### src/sv/dlr_pkg.sv
`timescale 1ns / 1ps

package dlr_pkg;

    // Field widths of the input and result words.
    localparam int ADDR_W  = 7;
    localparam int VAL_W   = 16;
    localparam int PROD_W  = 32;
    localparam int ACC_W   = 36;
    localparam int ACT_W   = 31;
    localparam int NIDX_W  = 3;
    localparam int S_DATA_W = 24;
    localparam int M_DATA_W = 40;

    // Opcode carried on s_tuser.
    typedef enum logic [0:0] {
        OP_LOAD    = 1'b0,
        OP_FEATURE = 1'b1
    } op_t;

    // Control that the top level broadcasts to every neuron lane.
    typedef struct packed {
        logic load;     // weight write this cycle
        logic rd_en;    // feature accepted: read this element's weight
        logic mul_en;   // weight and feature are ready to multiply
        logic acc_en;   // product is ready to accumulate
        logic acc_clr;  // the product closes a vector
    } lane_ctrl_t;

endpackage

### src/sv/dlr_lane.sv
`timescale 1ns / 1ps

module dlr_lane
    import dlr_pkg::*;
#(
    parameter int VECTOR_LENGTH = 16,
    parameter int LANE          = 0
) (
    input  logic                    aclk,
    input  logic                    aresetn,
    input  lane_ctrl_t              ctrl,
    input  logic [ADDR_W-1:0]       wr_addr,
    input  logic signed [VAL_W-1:0] wr_value,
    input  logic [(VECTOR_LENGTH > 1 ? $clog2(VECTOR_LENGTH) : 1)-1:0] rd_elem,
    input  logic signed [VAL_W-1:0] feat_value,
    output logic [ACT_W-1:0]        act
);

    localparam int EW = (VECTOR_LENGTH > 1) ? $clog2(VECTOR_LENGTH) : 1;
    localparam int LO = LANE * VECTOR_LENGTH;
    localparam int HI = (LANE + 1) * VECTOR_LENGTH;
    localparam int BW = $clog2(HI + 1);
    localparam int CW = ((BW > ADDR_W) ? BW : ADDR_W) + 1;

    logic signed [VAL_W-1:0]  mem [VECTOR_LENGTH];
    logic signed [VAL_W-1:0]  weight_reg;
    logic signed [PROD_W-1:0] prod_reg;
    logic signed [ACC_W-1:0]  acc_reg;
    logic signed [ACC_W-1:0]  acc_next;
    logic signed [ACC_W:0]    sum;
    logic signed [ACC_W-1:0]  sum_sat;
    logic [CW-1:0]            addr_ext;
    logic [CW-1:0]            offset;
    logic                     hit;

    // Decode whether a load falls in this neuron's row of weights.
    assign addr_ext = CW'(wr_addr);
    assign hit      = (addr_ext >= CW'(LO)) && (addr_ext < CW'(HI));
    assign offset   = addr_ext - CW'(LO);

    // Weight bank: one write port for loads, one registered read for features.
    always_ff @(posedge aclk) begin
        if (ctrl.load && hit) begin
            mem[offset[EW-1:0]] <= wr_value;
        end
        if (ctrl.rd_en) begin
            weight_reg <= mem[rd_elem];
        end
    end

    // Product of the weight and the feature element, Q8.8 times Q8.8.
    always_ff @(posedge aclk) begin
        if (ctrl.mul_en) begin
            prod_reg <= weight_reg * feat_value;
        end
    end

    // Saturating accumulate at the signed accumulator bounds.
    always_comb begin
        sum = {acc_reg[ACC_W-1], acc_reg}
            + {{(ACC_W + 1 - PROD_W){prod_reg[PROD_W-1]}}, prod_reg};
        if (sum[ACC_W:ACC_W-1] == 2'b01) begin
            sum_sat = {1'b0, {(ACC_W - 1){1'b1}}};
        end else if (sum[ACC_W:ACC_W-1] == 2'b10) begin
            sum_sat = {1'b1, {(ACC_W - 1){1'b0}}};
        end else begin
            sum_sat = sum[ACC_W-1:0];
        end
    end

    always_comb begin
        acc_next = acc_reg;
        if (ctrl.acc_en) begin
            acc_next = ctrl.acc_clr ? '0 : sum_sat;
        end
    end

    always_ff @(posedge aclk) begin
        if (!aresetn) begin
            acc_reg <= '0;
        end else begin
            acc_reg <= acc_next;
        end
    end

    // ReLU with saturation at the top of the Q16.16 range.
    always_comb begin
        if (sum_sat[ACC_W-1]) begin
            act = '0;
        end else if (|sum_sat[ACC_W-2:ACT_W]) begin
            act = '1;
        end else begin
            act = sum_sat[ACT_W-1:0];
        end
    end

endmodule

### config.mk
export PLATFORM = sky130hd
export DESIGN_NAME = dlr_lane
export DESIGN_NICKNAME = d
export VERILOG_FILES = /design/src/sv/dlr_pkg.sv /design/src/sv/dlr_lane.sv
export SDC_FILE = /design/constraint.sdc
export NUM_CORES = 1
export LEC_CHECK = 0
export ABC_AREA = 1
export BUFFER_PORTS_ARGS = -buffer_cell sky130_fd_sc_hd__buf_2
export CORE_UTILIZATION = 40
export CTS_CLUSTER_DIAMETER = 60
export DETAILED_ROUTE_END_ITERATION = 16
export PLACE_DENSITY = 0.6
export SYNTH_ARGS = -nofsm -noshare
export SYNTH_HDL_FRONTEND = slang
export SYNTH_SLANG_ARGS = --single-unit
### constraint.sdc
create_clock -name aclk -period 8.5 [get_ports aclk]
set_input_delay 1.275 -clock aclk [delete_from_list [all_inputs] [get_ports aclk]]
set_output_delay 1.275 -clock aclk [all_outputs]
set_load 0.005 [all_outputs]
==> impl_results.html, run 1 <==
<table>
<tr><th>Metric</th><th>Value</th></tr>
<tr><th colspan="2">Clock tree</th></tr>
<tr><td>Clock Sink Count</td><td>340</td></tr>
<tr><td>Clock slew seen by the registers of the worst setup and hold paths</td><td>60 ps</td></tr>
<tr><td>CTS resizes</td><td>0</td></tr>
<tr><td>Max clock buf depth</td><td>3</td></tr>
<tr><td>Maximum level of the CTS H-tree</td><td>2</td></tr>
<tr><td>Number of buffers inserted during clock tree synthesis</td><td>40</td></tr>
<tr><td>Buffers inserted by post-CTS timing repair</td><td>0</td></tr>
<tr><td>Number of buffers added to fix hold violations after cts</td><td>0</td></tr>
<tr><td>Clock tree root driver cell</td><td>clkbuf_16</td></tr>
<tr><td>Clk Latency, worst-skew pair</td><td>about 580 ps</td></tr>
<tr><td>Clock tree from TritonCTS</td><td>built</td></tr>
<tr><th colspan="2">Floorplanning</th></tr>
<tr><td>Effective utilization at floorplan</td><td>0.407</td></tr>
<tr><td>Vertical extent of the die</td><td>about 260 um</td></tr>
<tr><td>Core area</td><td>~65000 um^2</td></tr>
<tr><td>Width of the die</td><td>~260 um</td></tr>
<tr><td>Die outline area</td><td>approximately 67000 um^2</td></tr>
<tr><td>Std cell rows</td><td>a little over 90</td></tr>
<tr><td>I/O pins</td><td>~80</td></tr>
<tr><th colspan="2">Route</th></tr>
<tr><td>Vias per inst</td><td>about 5.0</td></tr>
<tr><td>First-pass iteration count of the detailed router</td><td>6</td></tr>
<tr><td>First DRT Iteration DRCs</td><td>around 1600</td></tr>
<tr><td>Post-detailed-route wirelength per cell</td><td>17.9 um</td></tr>
<tr><td>Routed via count</td><td>18700</td></tr>
<tr><td>Number of nets still failing antenna checks after routing</td><td>0</td></tr>
<tr><td>Final routed DRC violation total</td><td>0</td></tr>
<tr><td>Routed wire length</td><td>67200 um</td></tr>
<tr><th colspan="2">Setup path</th></tr>
<tr><td>Class of the most critical setup path</td><td>in2reg</td></tr>
<tr><td>Crit. End Element</td><td>flop</td></tr>
<tr><td>Slack of the worst reg-to-reg path</td><td>approximately 2100 ps</td></tr>
<tr><td>CP most frequent cell</td><td>fa_1</td></tr>
<tr><td>Crit-path slowest cell</td><td>fa_1</td></tr>
<tr><td>Biggest fanout along the worst timing path</td><td>16</td></tr>
<tr><td>Chain of cells forming the critical path</td><td>buf_2 -&gt; nand2_1 -&gt; inv_1 -&gt; fa_1 -&gt; fa_1 -&gt; fa_1 -&gt; fa_1 -&gt; fa_1 -&gt; inv_1 -&gt; fa_1 -&gt; inv_1 -&gt; ha_1 -&gt; nand2_1 -&gt; nor4_1 -&gt; nand4_1 -&gt; nand3_1 -&gt; a31oi_1 -&gt; xor2_1</td></tr>
<tr><td>Startpoint Class</td><td>primary input</td></tr>
<tr><td>Slowest Stage Delay on Critical Path</td><td>approximately 820 ps</td></tr>
<tr><td>Required time reported for the critical path endpoint</td><td>between 8000 and 9000 ps</td></tr>
<tr><td>Data arrival at the endpoint of the critical path</td><td>6860 ps</td></tr>
<tr><th colspan="2">Yosys</th></tr>
<tr><td>Net count after synthesis</td><td>around 3300</td></tr>
<tr><td>Synthesized instance count</td><td>~2800</td></tr>
<tr><td>Post-synthesis share of cell area spent on and, or, nand and nor gates</td><td>0.129</td></tr>
<tr><td>Summed instance area of the synthesized netlist</td><td>26300 um^2</td></tr>
<tr><td>Post-synthesis cell type with the largest combined area</td><td>edfxtp_1</td></tr>
<tr><td>Top flip-flop cell by instance count after synthesis</td><td>edfxtp_1</td></tr>
<tr><td>Count of flip-flops with a built-in enable after synthesis</td><td>304</td></tr>
<tr><td>Asr flop ratio synth</td><td>0</td></tr>
<tr><td>Synth Area per Inst</td><td>~9.3 um^2</td></tr>
<tr><td>Count leader, synth</td><td>inv_1</td></tr>
<tr><td>Portion of the post-synthesis area used by sequential elements</td><td>0.374</td></tr>
<tr><td>Area share of xor/xnor cells in the synthesized design</td><td>0.0203</td></tr>
<tr><td>Share of the synthesized area in the top cell type</td><td>0.346</td></tr>
<tr><td>Largest cells by area after synthesis</td><td>edfxtp_1, fa_1, inv_1, nand2_1, ha_1</td></tr>
<tr><td>Proportion of synthesized area in mux cells</td><td>0.0243</td></tr>
<tr><td>Post-Synth Adder-Cell Area</td><td>0.256</td></tr>
<tr><td>Leading post-synthesis cells by instance count</td><td>inv_1, nand2_1, edfxtp_1</td></tr>
<tr><td>YS warnings</td><td>0</td></tr>
<tr><td>Unique masters post-synth</td><td>39</td></tr>
<tr><td>Dominant combinational cell family by area after synthesis</td><td>adder cells</td></tr>
<tr><td>Compound-Gate Fraction of Synth Area</td><td>0.0859</td></tr>
<tr><td>Number of flip-flops and latches in the synthesized netlist</td><td>340</td></tr>
<tr><th colspan="2">Timing</th></tr>
<tr><td>Fmax</td><td>about 150 MHz</td></tr>
<tr><td>Part of the cycle the worst path needs</td><td>0.770</td></tr>
<tr><td>Total Neg Setup Slack</td><td>0 ps</td></tr>
<tr><td>Pins Over Slew Limit</td><td>0</td></tr>
<tr><td>Worst-Margin Slew</td><td>1270 ps</td></tr>
<tr><td>Final setup vio count</td><td>0</td></tr>
<tr><td>Final hold vios</td><td>0</td></tr>
<tr><td>Clock skew</td><td>roughly 23 ps</td></tr>
<tr><td>Final critical path time including I/O delays and setup</td><td>roughly 6500 ps</td></tr>
<tr><td>Setup repair after global routing missed its margin</td><td>no</td></tr>
<tr><td>Relative slew slack</td><td>0.151</td></tr>
<tr><th colspan="2">Finish</th></tr>
<tr><td>Fill cells</td><td>between 6000 and 7000</td></tr>
<tr><td>Sequential cell area</td><td>a little under 10000 um^2</td></tr>
<tr><td>Number of flip-flops in the largest register</td><td>256</td></tr>
<tr><td>Count of nets after finishing</td><td>~3300</td></tr>
<tr><td>Signed area change from the synthesized netlist to the final layout</td><td>9.40%</td></tr>
<tr><td>Ratio of cells with drive above 1 in the final layout</td><td>0.0743</td></tr>
<tr><td>Diodes inserted</td><td>0</td></tr>
<tr><td>Area taken by multi-input logic gates</td><td>about 14000 um^2</td></tr>
<tr><th colspan="2">GRT</th></tr>
<tr><td>Pin count of the biggest net entering global routing</td><td>around 100</td></tr>
<tr><td>Total GRT Usage</td><td>0.205</td></tr>
<tr><td>Overflow left after global routing</td><td>0</td></tr>
<tr><td>Vias in the first global route</td><td>just under 20000</td></tr>
<tr><td>Wire length of the first global-routing pass</td><td>between 100000 and 150000 um</td></tr>
<tr><td>Antenna violations before repair</td><td>1</td></tr>
<tr><th colspan="2">Hold path</th></tr>
<tr><td>Path class of the lowest-slack min-delay path</td><td>reg2reg</td></tr>
<tr><th colspan="2">Outcome</th></tr>
<tr><td>Outcome</td><td>complete, no violations</td></tr>
<tr><th colspan="2">Place</th></tr>
<tr><td>RD Place Congestion</td><td>about 0.9</td></tr>
<tr><td>Post-detail-place hpwl</td><td>slightly below 50000 um</td></tr>
<tr><td>Number of port buffers</td><td>80</td></tr>
<tr><th colspan="2">Job</th></tr>
<tr><td>Max Cap Viol</td><td>0</td></tr>
</table>
-- per-layer routing --
metal | GRT usage | routed length (um) | up-vias
met1 | 0.299 | 32200 | 9059
met5 | 0 | 0 | -
met4 | 0.0505 | 1160 | 0
li1 | - | - | 8980
met2 | 0.324 | 29700 | 558
met3 | 0.0259 | 4210 | 76
-- placed cells by master (no fill, tap or decap), types with 4 or more instances in the layout --
cell       synthesis  routed
inv_6              0       4
buf_2              7      79
fa_1             263     263
nor2_2             5      20
nand4_1            8       8
nand3_1           95      95
a21oi_2           16      16
a21oi_1          175     175
o21ai_0          110     110
xnor2_1           23      23
o211ai_1          66      66
o21bai_1           9       9
mux2i_1           64      64
nand2_2            8       8
a21o_1             6       6
dfxtp_1           36      36
inv_1            633     633
clkbuf_16          0      40
a21boi_0           4       4
xor2_1            38      38
nor2_1           116      99
clkbuf_1         102       7
clkinv_2           0       4
edfxtp_1         304     304
nor3_1             9       9
clkinv_1           1       7
buf_4              5      21
ha_1             118     118
nand2_1          591     591
-- worst max-delay path, delay by kind of cell --
kind	cells	cell delay [ps]
AOI/OAI and AO/OA	1	130
xor gates and xnor gates	1	160
adders and majority gates	7	3720
buffers and inverters	4	580
and+or+nand+nor	5	970
-- path summary, 6_finish.rpt --
| check | from | to | cells past startpoint |
|---|---|---|---|
| max reg2reg | weight_reg[15] | prod_reg[31] | 17 |
| min | acc_reg[16] | acc_reg[16] | 2 |
| max | feat_value[1] | prod_reg[31] | 18 |
| min reg2reg | acc_reg[16] | acc_reg[16] | 2 |
-- through the flow --
stage           util  hold WS, ps  area, um^2  std cells  setup slack, ps
2_1_floorplan      -          447       26300       2848             1850
3_3_place_gp   0.424          456       27500       3676             1490
3_5_place_dp   0.424          459       27500       3676             1340
4_1_cts        0.445          469       28800       3748             1960
5_1_grt        0.445          483       28800       3748             1670
6_report       0.445          470       28800       3748             1960
-- cell families (layout without fill, tap and decap cells) --
family          Yosys count  count (layout)
buf+inv                 764             809
mux                      64              64
fa+ha+maj               381             381
simple gates            844             844
compound gates          394             394
flops                   340             340
xor+xnor                 61              61
-- area by class of cell --
class	count	share of cell area
clock buffer	48	0.0361
tap	855	0.0371
multi-input combinational	1744	0.473
clock inverter	24	0.00994
inverter	636	0.0828
sequential	340	0.342
timing repair buffer	101	0.0196
Power of run 1 is left out: the tool's default activity adds up to more than one toggle a clock period on the data nets, which glitch-free logic cannot reach.
==> inputs of run 2 (changes only) <==
Settings changed: PLACE_DENSITY 0.6 to 0.62.
Clock period 8.5 ns to 5.67 ns, I/O delays scaled along.
==> run 2 against run 1 <==
Against the previous run:
- sequential cell count unchanged
- cell count is 4.4% higher
- global-route usage is 1.5 points lower
- critical path type is now reg2reg
- critical endpoint unchanged
- largest cell class unchanged
- non-clock buffer count is 165 higher
- die area unchanged
- via count is 1.3% higher
- clock skew is 19 ps higher
==> impl_results.html, run 2 (synthesis results as in run 1) <==
<table>
<tr><th>Metric</th><th>Value</th></tr>
<tr><th colspan="2">Place</th></tr>
<tr><td>RD Place Congestion</td><td>0.923</td></tr>
<tr><td>Number of port buffers</td><td>80</td></tr>
<tr><td>Pre-CTS WS</td><td>-431 ps</td></tr>
<tr><td>Post-detail-place hpwl</td><td>around 46000 um</td></tr>
<tr><td>Placement Cell Area</td><td>between 20000 and 30000 um^2</td></tr>
<tr><th colspan="2">Timing</th></tr>
<tr><td>Relative slew slack</td><td>0.196</td></tr>
<tr><td>Final setup vio count</td><td>0</td></tr>
<tr><td>Pins Over Slew Limit</td><td>0</td></tr>
<tr><td>Final critical path time including I/O delays and setup</td><td>roughly 5600 ps</td></tr>
<tr><td>Total Neg Setup Slack</td><td>0 ps</td></tr>
<tr><td>Worst-Margin Slew</td><td>roughly 1200 ps</td></tr>
<tr><td>Clock skew</td><td>41.9 ps</td></tr>
<tr><td>Part of the cycle the worst path needs</td><td>0.982</td></tr>
<tr><td>Setup repair after global routing missed its margin</td><td>yes</td></tr>
<tr><td>Final WS setup</td><td>just under 100 ps</td></tr>
<tr><td>Final hold vios</td><td>0</td></tr>
<tr><td>Fmax</td><td>180 MHz</td></tr>
<tr><th colspan="2">Setup path</th></tr>
<tr><td>Crit-path slowest cell</td><td>fa_2</td></tr>
<tr><td>Crit. End Element</td><td>flop</td></tr>
<tr><td>Slowest Stage Delay on Critical Path</td><td>between 600 and 700 ps</td></tr>
<tr><td>Startpoint Class</td><td>flop</td></tr>
<tr><td>Cell family with the largest share of critical-path delay</td><td>adder cells</td></tr>
<tr><td>Required time reported for the critical path endpoint</td><td>approximately 6000 ps</td></tr>
<tr><td>Start point of the critical path</td><td>weight_reg[15]</td></tr>
<tr><td>Chain of cells forming the critical path</td><td>buf_6 -&gt; nand2_4 -&gt; fa_1 -&gt; inv_2 -&gt; fa_2 -&gt; fa_2 -&gt; fa_2 -&gt; fa_1 -&gt; inv_1 -&gt; fa_1 -&gt; inv_2 -&gt; ha_4 -&gt; nand2_4 -&gt; nor4_4 -&gt; nand4_1 -&gt; nand3_2 -&gt; a31oi_1 -&gt; xor2_1</td></tr>
<tr><td>Data arrival at the endpoint of the critical path</td><td>around 5900 ps</td></tr>
<tr><td>Biggest fanout along the worst timing path</td><td>6</td></tr>
<tr><td>Worst path bufs/invs</td><td>4</td></tr>
<tr><td>Reg2reg start</td><td>weight_reg[15]</td></tr>
<tr><td>Class of the most critical setup path</td><td>reg2reg</td></tr>
<tr><th colspan="2">Clock tree</th></tr>
<tr><td>Number of buffers inserted during clock tree synthesis</td><td>40</td></tr>
<tr><td>Clock slew seen by the registers of the worst setup and hold paths</td><td>roughly 60 ps</td></tr>
<tr><td>Clock Sink Count</td><td>between 300 and 400</td></tr>
<tr><td>Clock tree from TritonCTS</td><td>built</td></tr>
<tr><td>Clock tree root driver cell</td><td>clkbuf_16</td></tr>
<tr><td>Clk Latency, worst-skew pair</td><td>580 ps</td></tr>
<tr><td>Number of buffers added to fix hold violations after cts</td><td>0</td></tr>
<tr><td>Max clock buf depth</td><td>3</td></tr>
<tr><td>Maximum level of the CTS H-tree</td><td>2</td></tr>
<tr><th colspan="2">Finish</th></tr>
<tr><td>Leading cell types in the layout, fill and taps excluded</td><td>inv_1, nand2_1, edfxtp_1</td></tr>
<tr><td>Core occupancy in the finished layout</td><td>0.472</td></tr>
<tr><td>Non-Filler Cell Area, Final</td><td>around 31000 um^2</td></tr>
<tr><td>Fill cells</td><td>about 6100</td></tr>
<tr><td>Ratio of cells with drive above 1 in the final layout</td><td>0.150</td></tr>
<tr><td>Diodes inserted</td><td>0</td></tr>
<tr><td>Commonest non-fill, non-tap cell in the layout</td><td>inv_1</td></tr>
<tr><td>Signed area change from the synthesized netlist to the final layout</td><td>16.2%</td></tr>
<tr><td>Count of nets after finishing</td><td>approximately 3500</td></tr>
<tr><td>Number of flip-flops in the largest register</td><td>256</td></tr>
<tr><th colspan="2">Floorplanning</th></tr>
<tr><td>Effective utilization at floorplan</td><td>0.407</td></tr>
<tr><td>Die outline area</td><td>66900 um^2</td></tr>
<tr><td>I/O pins</td><td>81</td></tr>
<tr><td>Std cell rows</td><td>93</td></tr>
<tr><td>Vertical extent of the die</td><td>around 260 um</td></tr>
<tr><td>Core area</td><td>between 60000 and 70000 um^2</td></tr>
<tr><td>Width of the die</td><td>~260 um</td></tr>
<tr><th colspan="2">GRT</th></tr>
<tr><td>GR met1 Demand/Resource</td><td>0.248</td></tr>
<tr><td>Met2 Resource Use GR</td><td>0.330</td></tr>
<tr><td>GR met3 Demand/Resource</td><td>0.0305</td></tr>
<tr><td>Antenna violations before repair</td><td>9</td></tr>
<tr><td>Pin count of the biggest net entering global routing</td><td>around 140</td></tr>
<tr><td>Global routing's busiest layer</td><td>met2</td></tr>
<tr><td>Overflow left after global routing</td><td>0</td></tr>
<tr><td>Vias in the first global route</td><td>19200</td></tr>
<tr><td>Total GRT Usage</td><td>0.190</td></tr>
<tr><td>Wire length of the first global-routing pass</td><td>100000 um</td></tr>
<tr><th colspan="2">Outcome</th></tr>
<tr><td>Outcome</td><td>complete, no violations</td></tr>
<tr><th colspan="2">Route</th></tr>
<tr><td>Routed wire length</td><td>62200 um</td></tr>
<tr><td>Routed via count</td><td>around 19000</td></tr>
<tr><td>Number of nets still failing antenna checks after routing</td><td>0</td></tr>
<tr><td>Post-detailed-route wirelength per cell</td><td>approximately 16 um</td></tr>
<tr><td>Vias per inst</td><td>4.83</td></tr>
<tr><td>Final routed DRC violation total</td><td>0</td></tr>
<tr><td>First DRT Iteration DRCs</td><td>1258</td></tr>
<tr><td>First-pass iteration count of the detailed router</td><td>5</td></tr>
<tr><th colspan="2">Hold path</th></tr>
<tr><td>Min-Delay Startpoint</td><td>acc_reg[17]</td></tr>
<tr><td>Path class of the lowest-slack min-delay path</td><td>reg2reg</td></tr>
<tr><th colspan="2">Job</th></tr>
<tr><td>Max Cap Viol</td><td>0</td></tr>
</table>
-- run 2: cell count changes in the layout (fill, tap and decap cells not counted), moves of 10 or more --
cell	change
buf_4	+152
fa_1	-10
fa_2	+10
nand2_1	-16
a21oi_1	-10
nand2_2	+13
ha_1	-16
ha_4	+16
-- run 2: worst paths after layout --
check,endpoint,slack [ps],cells past startpoint
worst max-delay path,prod_reg[31],100,18
worst max register to register,prod_reg[31],100,18
worst min register to register,acc_reg[17],470,2
worst min-delay path,acc_reg[17],470,2
-- run 2: layer usage --
metal | share of wire | up-vias | wire [um]
met1 | 0.44 | 9079 | 27300
met5 | 0.0017 | - | 106
met4 | 0.019 | 16 | 1200
met3 | 0.056 | 89 | 3500
met2 | 0.48 | 430 | 30100
li1 | - | 9310 | -
-- run 2: layout make-up --
cell class | instances | area [um^2] | area share
sequential | 340 | 9850 | 0.322
tap | 855 | 1070 | 0.0349
timing repair buffer | 266 | 1930 | 0.0631
inverter | 636 | 2390 | 0.0780
clock buffer | 50 | 1070 | 0.0349
clock inverter | 23 | 254 | 0.00830
multi-input combinational | 1744 | 14100 | 0.459
-- run 2: repair_timing --
| item | CTS | global route |
|---|---|---|
| gates cloned | 0 | 0 |
| endpoints found under the setup margin | 1 | 12 |
| buffers inserted | 3 | 17 |
| pin swaps | 0 | 28 |
| gates resized for setup | 0 | 49 |
-- run 2: worst register-to-register path, stage by stage (launching register included) --
cell      delay [ps]
edfxtp_1         560
buf_6            200
nand2_4           70
fa_1             530
inv_2             60
fa_2             660
fa_2             480
fa_2             460
fa_1             490
inv_1             50
fa_1             490
inv_2             50
ha_4             300
nand2_4           80
nor4_4           280
nand4_1          170
nand3_2          130
a31oi_1           90
xor2_1           140
-- run 2: per-stage QoR --
stage	std cells	hold WS, ps
after floorplan	2848	447
after global placement	3821	457
after detailed placement	3821	462
after CTS	3897	471
after global routing	3914	484
final	3914	470
Power of run 2 is left out for the same reason.
==> inputs of run 3 (changes only) <==
Settings changed: CELL_PAD_IN_SITES_DETAIL_PLACEMENT set to 0, CELL_PAD_IN_SITES_GLOBAL_PLACEMENT set to 1, PLACE_DENSITY 0.62 to 0.75.
==> run 3 against run 2 <==
Against the previous run:
- core utilization is 0.43 points higher
- final area increased by 0.91%
- hold slack worse by 3.5 ps
- via count grew 2.4%
- cell count increased by 0.54%
- wire length rose by 5.6%
- register-to-register slack is essentially flat
- critical path type unchanged
- critical path depth unchanged
- clock skew up 1.4 ps
- highest routed layer unchanged
- global-route usage rose by 0.99 points
- fmax increased by 0.15%
==> impl_results.html, run 3 (synthesis results as in run 1) <==
<table>
<tr><th>Metric</th><th>Value</th></tr>
<tr><th colspan="2">Setup path</th></tr>
<tr><td>Crit-path slowest cell</td><td>fa_2</td></tr>
<tr><td>Data arrival at the endpoint of the critical path</td><td>5880 ps</td></tr>
<tr><td>Biggest fanout along the worst timing path</td><td>6</td></tr>
<tr><td>Required time reported for the critical path endpoint</td><td>5980 ps</td></tr>
<tr><td>Chain of cells forming the critical path</td><td>buf_6 -&gt; nand2_2 -&gt; fa_1 -&gt; inv_2 -&gt; fa_2 -&gt; fa_2 -&gt; fa_2 -&gt; fa_1 -&gt; inv_1 -&gt; fa_1 -&gt; inv_1 -&gt; ha_4 -&gt; nand2_2 -&gt; nor4_4 -&gt; nand4_1 -&gt; nand3_2 -&gt; a31oi_1 -&gt; xor2_1</td></tr>
<tr><td>Startpoint Class</td><td>flop</td></tr>
<tr><td>Slowest Stage Delay on Critical Path</td><td>a little over 600 ps</td></tr>
<tr><td>Crit. End Element</td><td>flop</td></tr>
<tr><td>Class of the most critical setup path</td><td>reg2reg</td></tr>
<tr><th colspan="2">Finish</th></tr>
<tr><td>Number of flip-flops in the largest register</td><td>between 200 and 300</td></tr>
<tr><td>Non-filler instance count after layout</td><td>3935</td></tr>
<tr><td>Non-Filler Cell Area, Final</td><td>between 30000 and 40000 um^2</td></tr>
<tr><td>Core occupancy in the finished layout</td><td>0.477</td></tr>
<tr><td>Signed area change from the synthesized netlist to the final layout</td><td>17.3%</td></tr>
<tr><td>Commonest non-fill, non-tap cell in the layout</td><td>inv_1</td></tr>
<tr><td>Count of nets after finishing</td><td>roughly 3500</td></tr>
<tr><td>Ratio of cells with drive above 1 in the final layout</td><td>0.165</td></tr>
<tr><td>Leading cell types in the layout, fill and taps excluded</td><td>inv_1, nand2_1, edfxtp_1</td></tr>
<tr><th colspan="2">Route</th></tr>
<tr><td>Number of nets still failing antenna checks after routing</td><td>0</td></tr>
<tr><td>Routed via count</td><td>just under 20000</td></tr>
<tr><td>First-pass iteration count of the detailed router</td><td>5</td></tr>
<tr><td>Routed wire length</td><td>about 66000 um</td></tr>
<tr><td>Vias per inst</td><td>about 4.9</td></tr>
<tr><td>Post-detailed-route wirelength per cell</td><td>16.7 um</td></tr>
<tr><td>First DRT Iteration DRCs</td><td>between 1500 and 2000</td></tr>
<tr><td>Final routed DRC violation total</td><td>0</td></tr>
<tr><th colspan="2">GRT</th></tr>
<tr><td>Total GRT Usage</td><td>0.200</td></tr>
<tr><td>Overflow left after global routing</td><td>0</td></tr>
<tr><td>Wire length of the first global-routing pass</td><td>approximately 110000 um</td></tr>
<tr><td>Vias in the first global route</td><td>19700</td></tr>
<tr><td>Pin count of the biggest net entering global routing</td><td>roughly 140</td></tr>
<tr><td>Antenna violations before repair</td><td>5</td></tr>
<tr><th colspan="2">Timing</th></tr>
<tr><td>Final critical path time including I/O delays and setup</td><td>around 5600 ps</td></tr>
<tr><td>Worst-Margin Slew</td><td>1170 ps</td></tr>
<tr><td>Final setup vio count</td><td>0</td></tr>
<tr><td>Total Neg Setup Slack</td><td>0 ps</td></tr>
<tr><td>Final hold vios</td><td>0</td></tr>
<tr><td>Fmax</td><td>180 MHz</td></tr>
<tr><td>Part of the cycle the worst path needs</td><td>0.981</td></tr>
<tr><td>Relative slew slack</td><td>0.222</td></tr>
<tr><td>Pins Over Slew Limit</td><td>0</td></tr>
<tr><td>Setup repair after global routing missed its margin</td><td>yes</td></tr>
<tr><td>Clock skew</td><td>43.3 ps</td></tr>
<tr><th colspan="2">Place</th></tr>
<tr><td>RD Place Congestion</td><td>0.886</td></tr>
<tr><td>Placement Cell Area</td><td>approximately 29000 um^2</td></tr>
<tr><td>Post-detail-place hpwl</td><td>48300 um</td></tr>
<tr><td>Placed cell count</td><td>between 3000 and 4000</td></tr>
<tr><td>Number of port buffers</td><td>80</td></tr>
<tr><th colspan="2">Floorplanning</th></tr>
<tr><td>Std cell rows</td><td>93</td></tr>
<tr><td>Die outline area</td><td>~67000 um^2</td></tr>
<tr><td>Core area</td><td>between 60000 and 70000 um^2</td></tr>
<tr><td>Width of the die</td><td>about 260 um</td></tr>
<tr><td>Effective utilization at floorplan</td><td>0.407</td></tr>
<tr><td>I/O pins</td><td>just over 80</td></tr>
<tr><td>Vertical extent of the die</td><td>between 200 and 300 um</td></tr>
<tr><th colspan="2">Clock tree</th></tr>
<tr><td>Clock tree from TritonCTS</td><td>built</td></tr>
<tr><td>Clock Sink Count</td><td>340</td></tr>
<tr><td>Maximum level of the CTS H-tree</td><td>2</td></tr>
<tr><td>Max clock buf depth</td><td>3</td></tr>
<tr><td>Clk Latency, worst-skew pair</td><td>590 ps</td></tr>
<tr><td>Number of buffers inserted during clock tree synthesis</td><td>40</td></tr>
<tr><td>Clock tree root driver cell</td><td>clkbuf_16</td></tr>
<tr><td>Number of buffers added to fix hold violations after cts</td><td>0</td></tr>
<tr><td>Clock slew seen by the registers of the worst setup and hold paths</td><td>around 60 ps</td></tr>
<tr><th colspan="2">Outcome</th></tr>
<tr><td>Outcome</td><td>complete, no violations</td></tr>
<tr><th colspan="2">Job</th></tr>
<tr><td>Max Cap Viol</td><td>0</td></tr>
<tr><th colspan="2">Hold path</th></tr>
<tr><td>Path class of the lowest-slack min-delay path</td><td>reg2reg</td></tr>
</table>
[run 3: cell count changes in the layout (fill, tap and decap cells not counted), moves of 5 or more]
cell      before  now
a21oi_1      165  158
nand2_2       21   29
buf_4        173  188
a21oi_2       24   29
nand2_1      575  568
clkbuf_1       7    2
buf_6          5   12
[run 3: layer usage]
layer / up-vias / wire (um) / GRT usage
li1: 9359 / - / -
met1: 9470 / 31200 / 0.286
met2: 462 / 29900 / 0.320
met3: 82 / 3290 / 0.0282
met4: 4 / 1220 / 0.0510
met5: - / 18 / 0
[run 3: area by class of cell]
class / count / area, um^2
clock buffer: 43 / 1020
inverter: 636 / 2390
timing repair buffer: 285 / 2060
multi-input combinational: 1744 / 14200
antenna: 2 / 5.00
clock inverter: 30 / 324
sequential: 340 / 9850
tap: 855 / 1070
fill: 6073 / 33900
[run 3: path summary, 6_finish.rpt]
path	start	end	slack, ps	cells after the start
setup reg to reg	weight_reg[15]	prod_reg[31]	110	18
hold reg to reg	acc_reg[21]	acc_reg[21]	470	2
hold / removal	acc_reg[21]	acc_reg[21]	470	2
setup / recovery	weight_reg[15]	prod_reg[31]	110	18
[run 3: metrics by stage]
step / hold slack (ps) / setup slack, ps
final: 467 / 108
after global placement: 456 / -336
after floorplan: 447 / -80.7
after detailed placement: 459 / -359
after global routing: 480 / -84.5
after CTS: 468 / 64.6
[run 3: what timing repair did]
action / CTS / global route
hold endpoints to repair: 0 / 0
resized for setup: 0 / 89
endpoints found under the setup margin: 2 / 17
pin swaps: 0 / 46
setup buffers: 1 / 39
[run 3: worst max-delay path, delay by kind of cell, from the launching register on]
family                     cells  cell delay (ps)
adders and majority gates      7             3350
xor gates and xnor gates       1              140
AOI/OAI and AO/OA              1              110
and+or+nand+nor                5              740
DFF                            1              590
buffers and inverters          4              360
Power of run 3 is left out for the same reason.
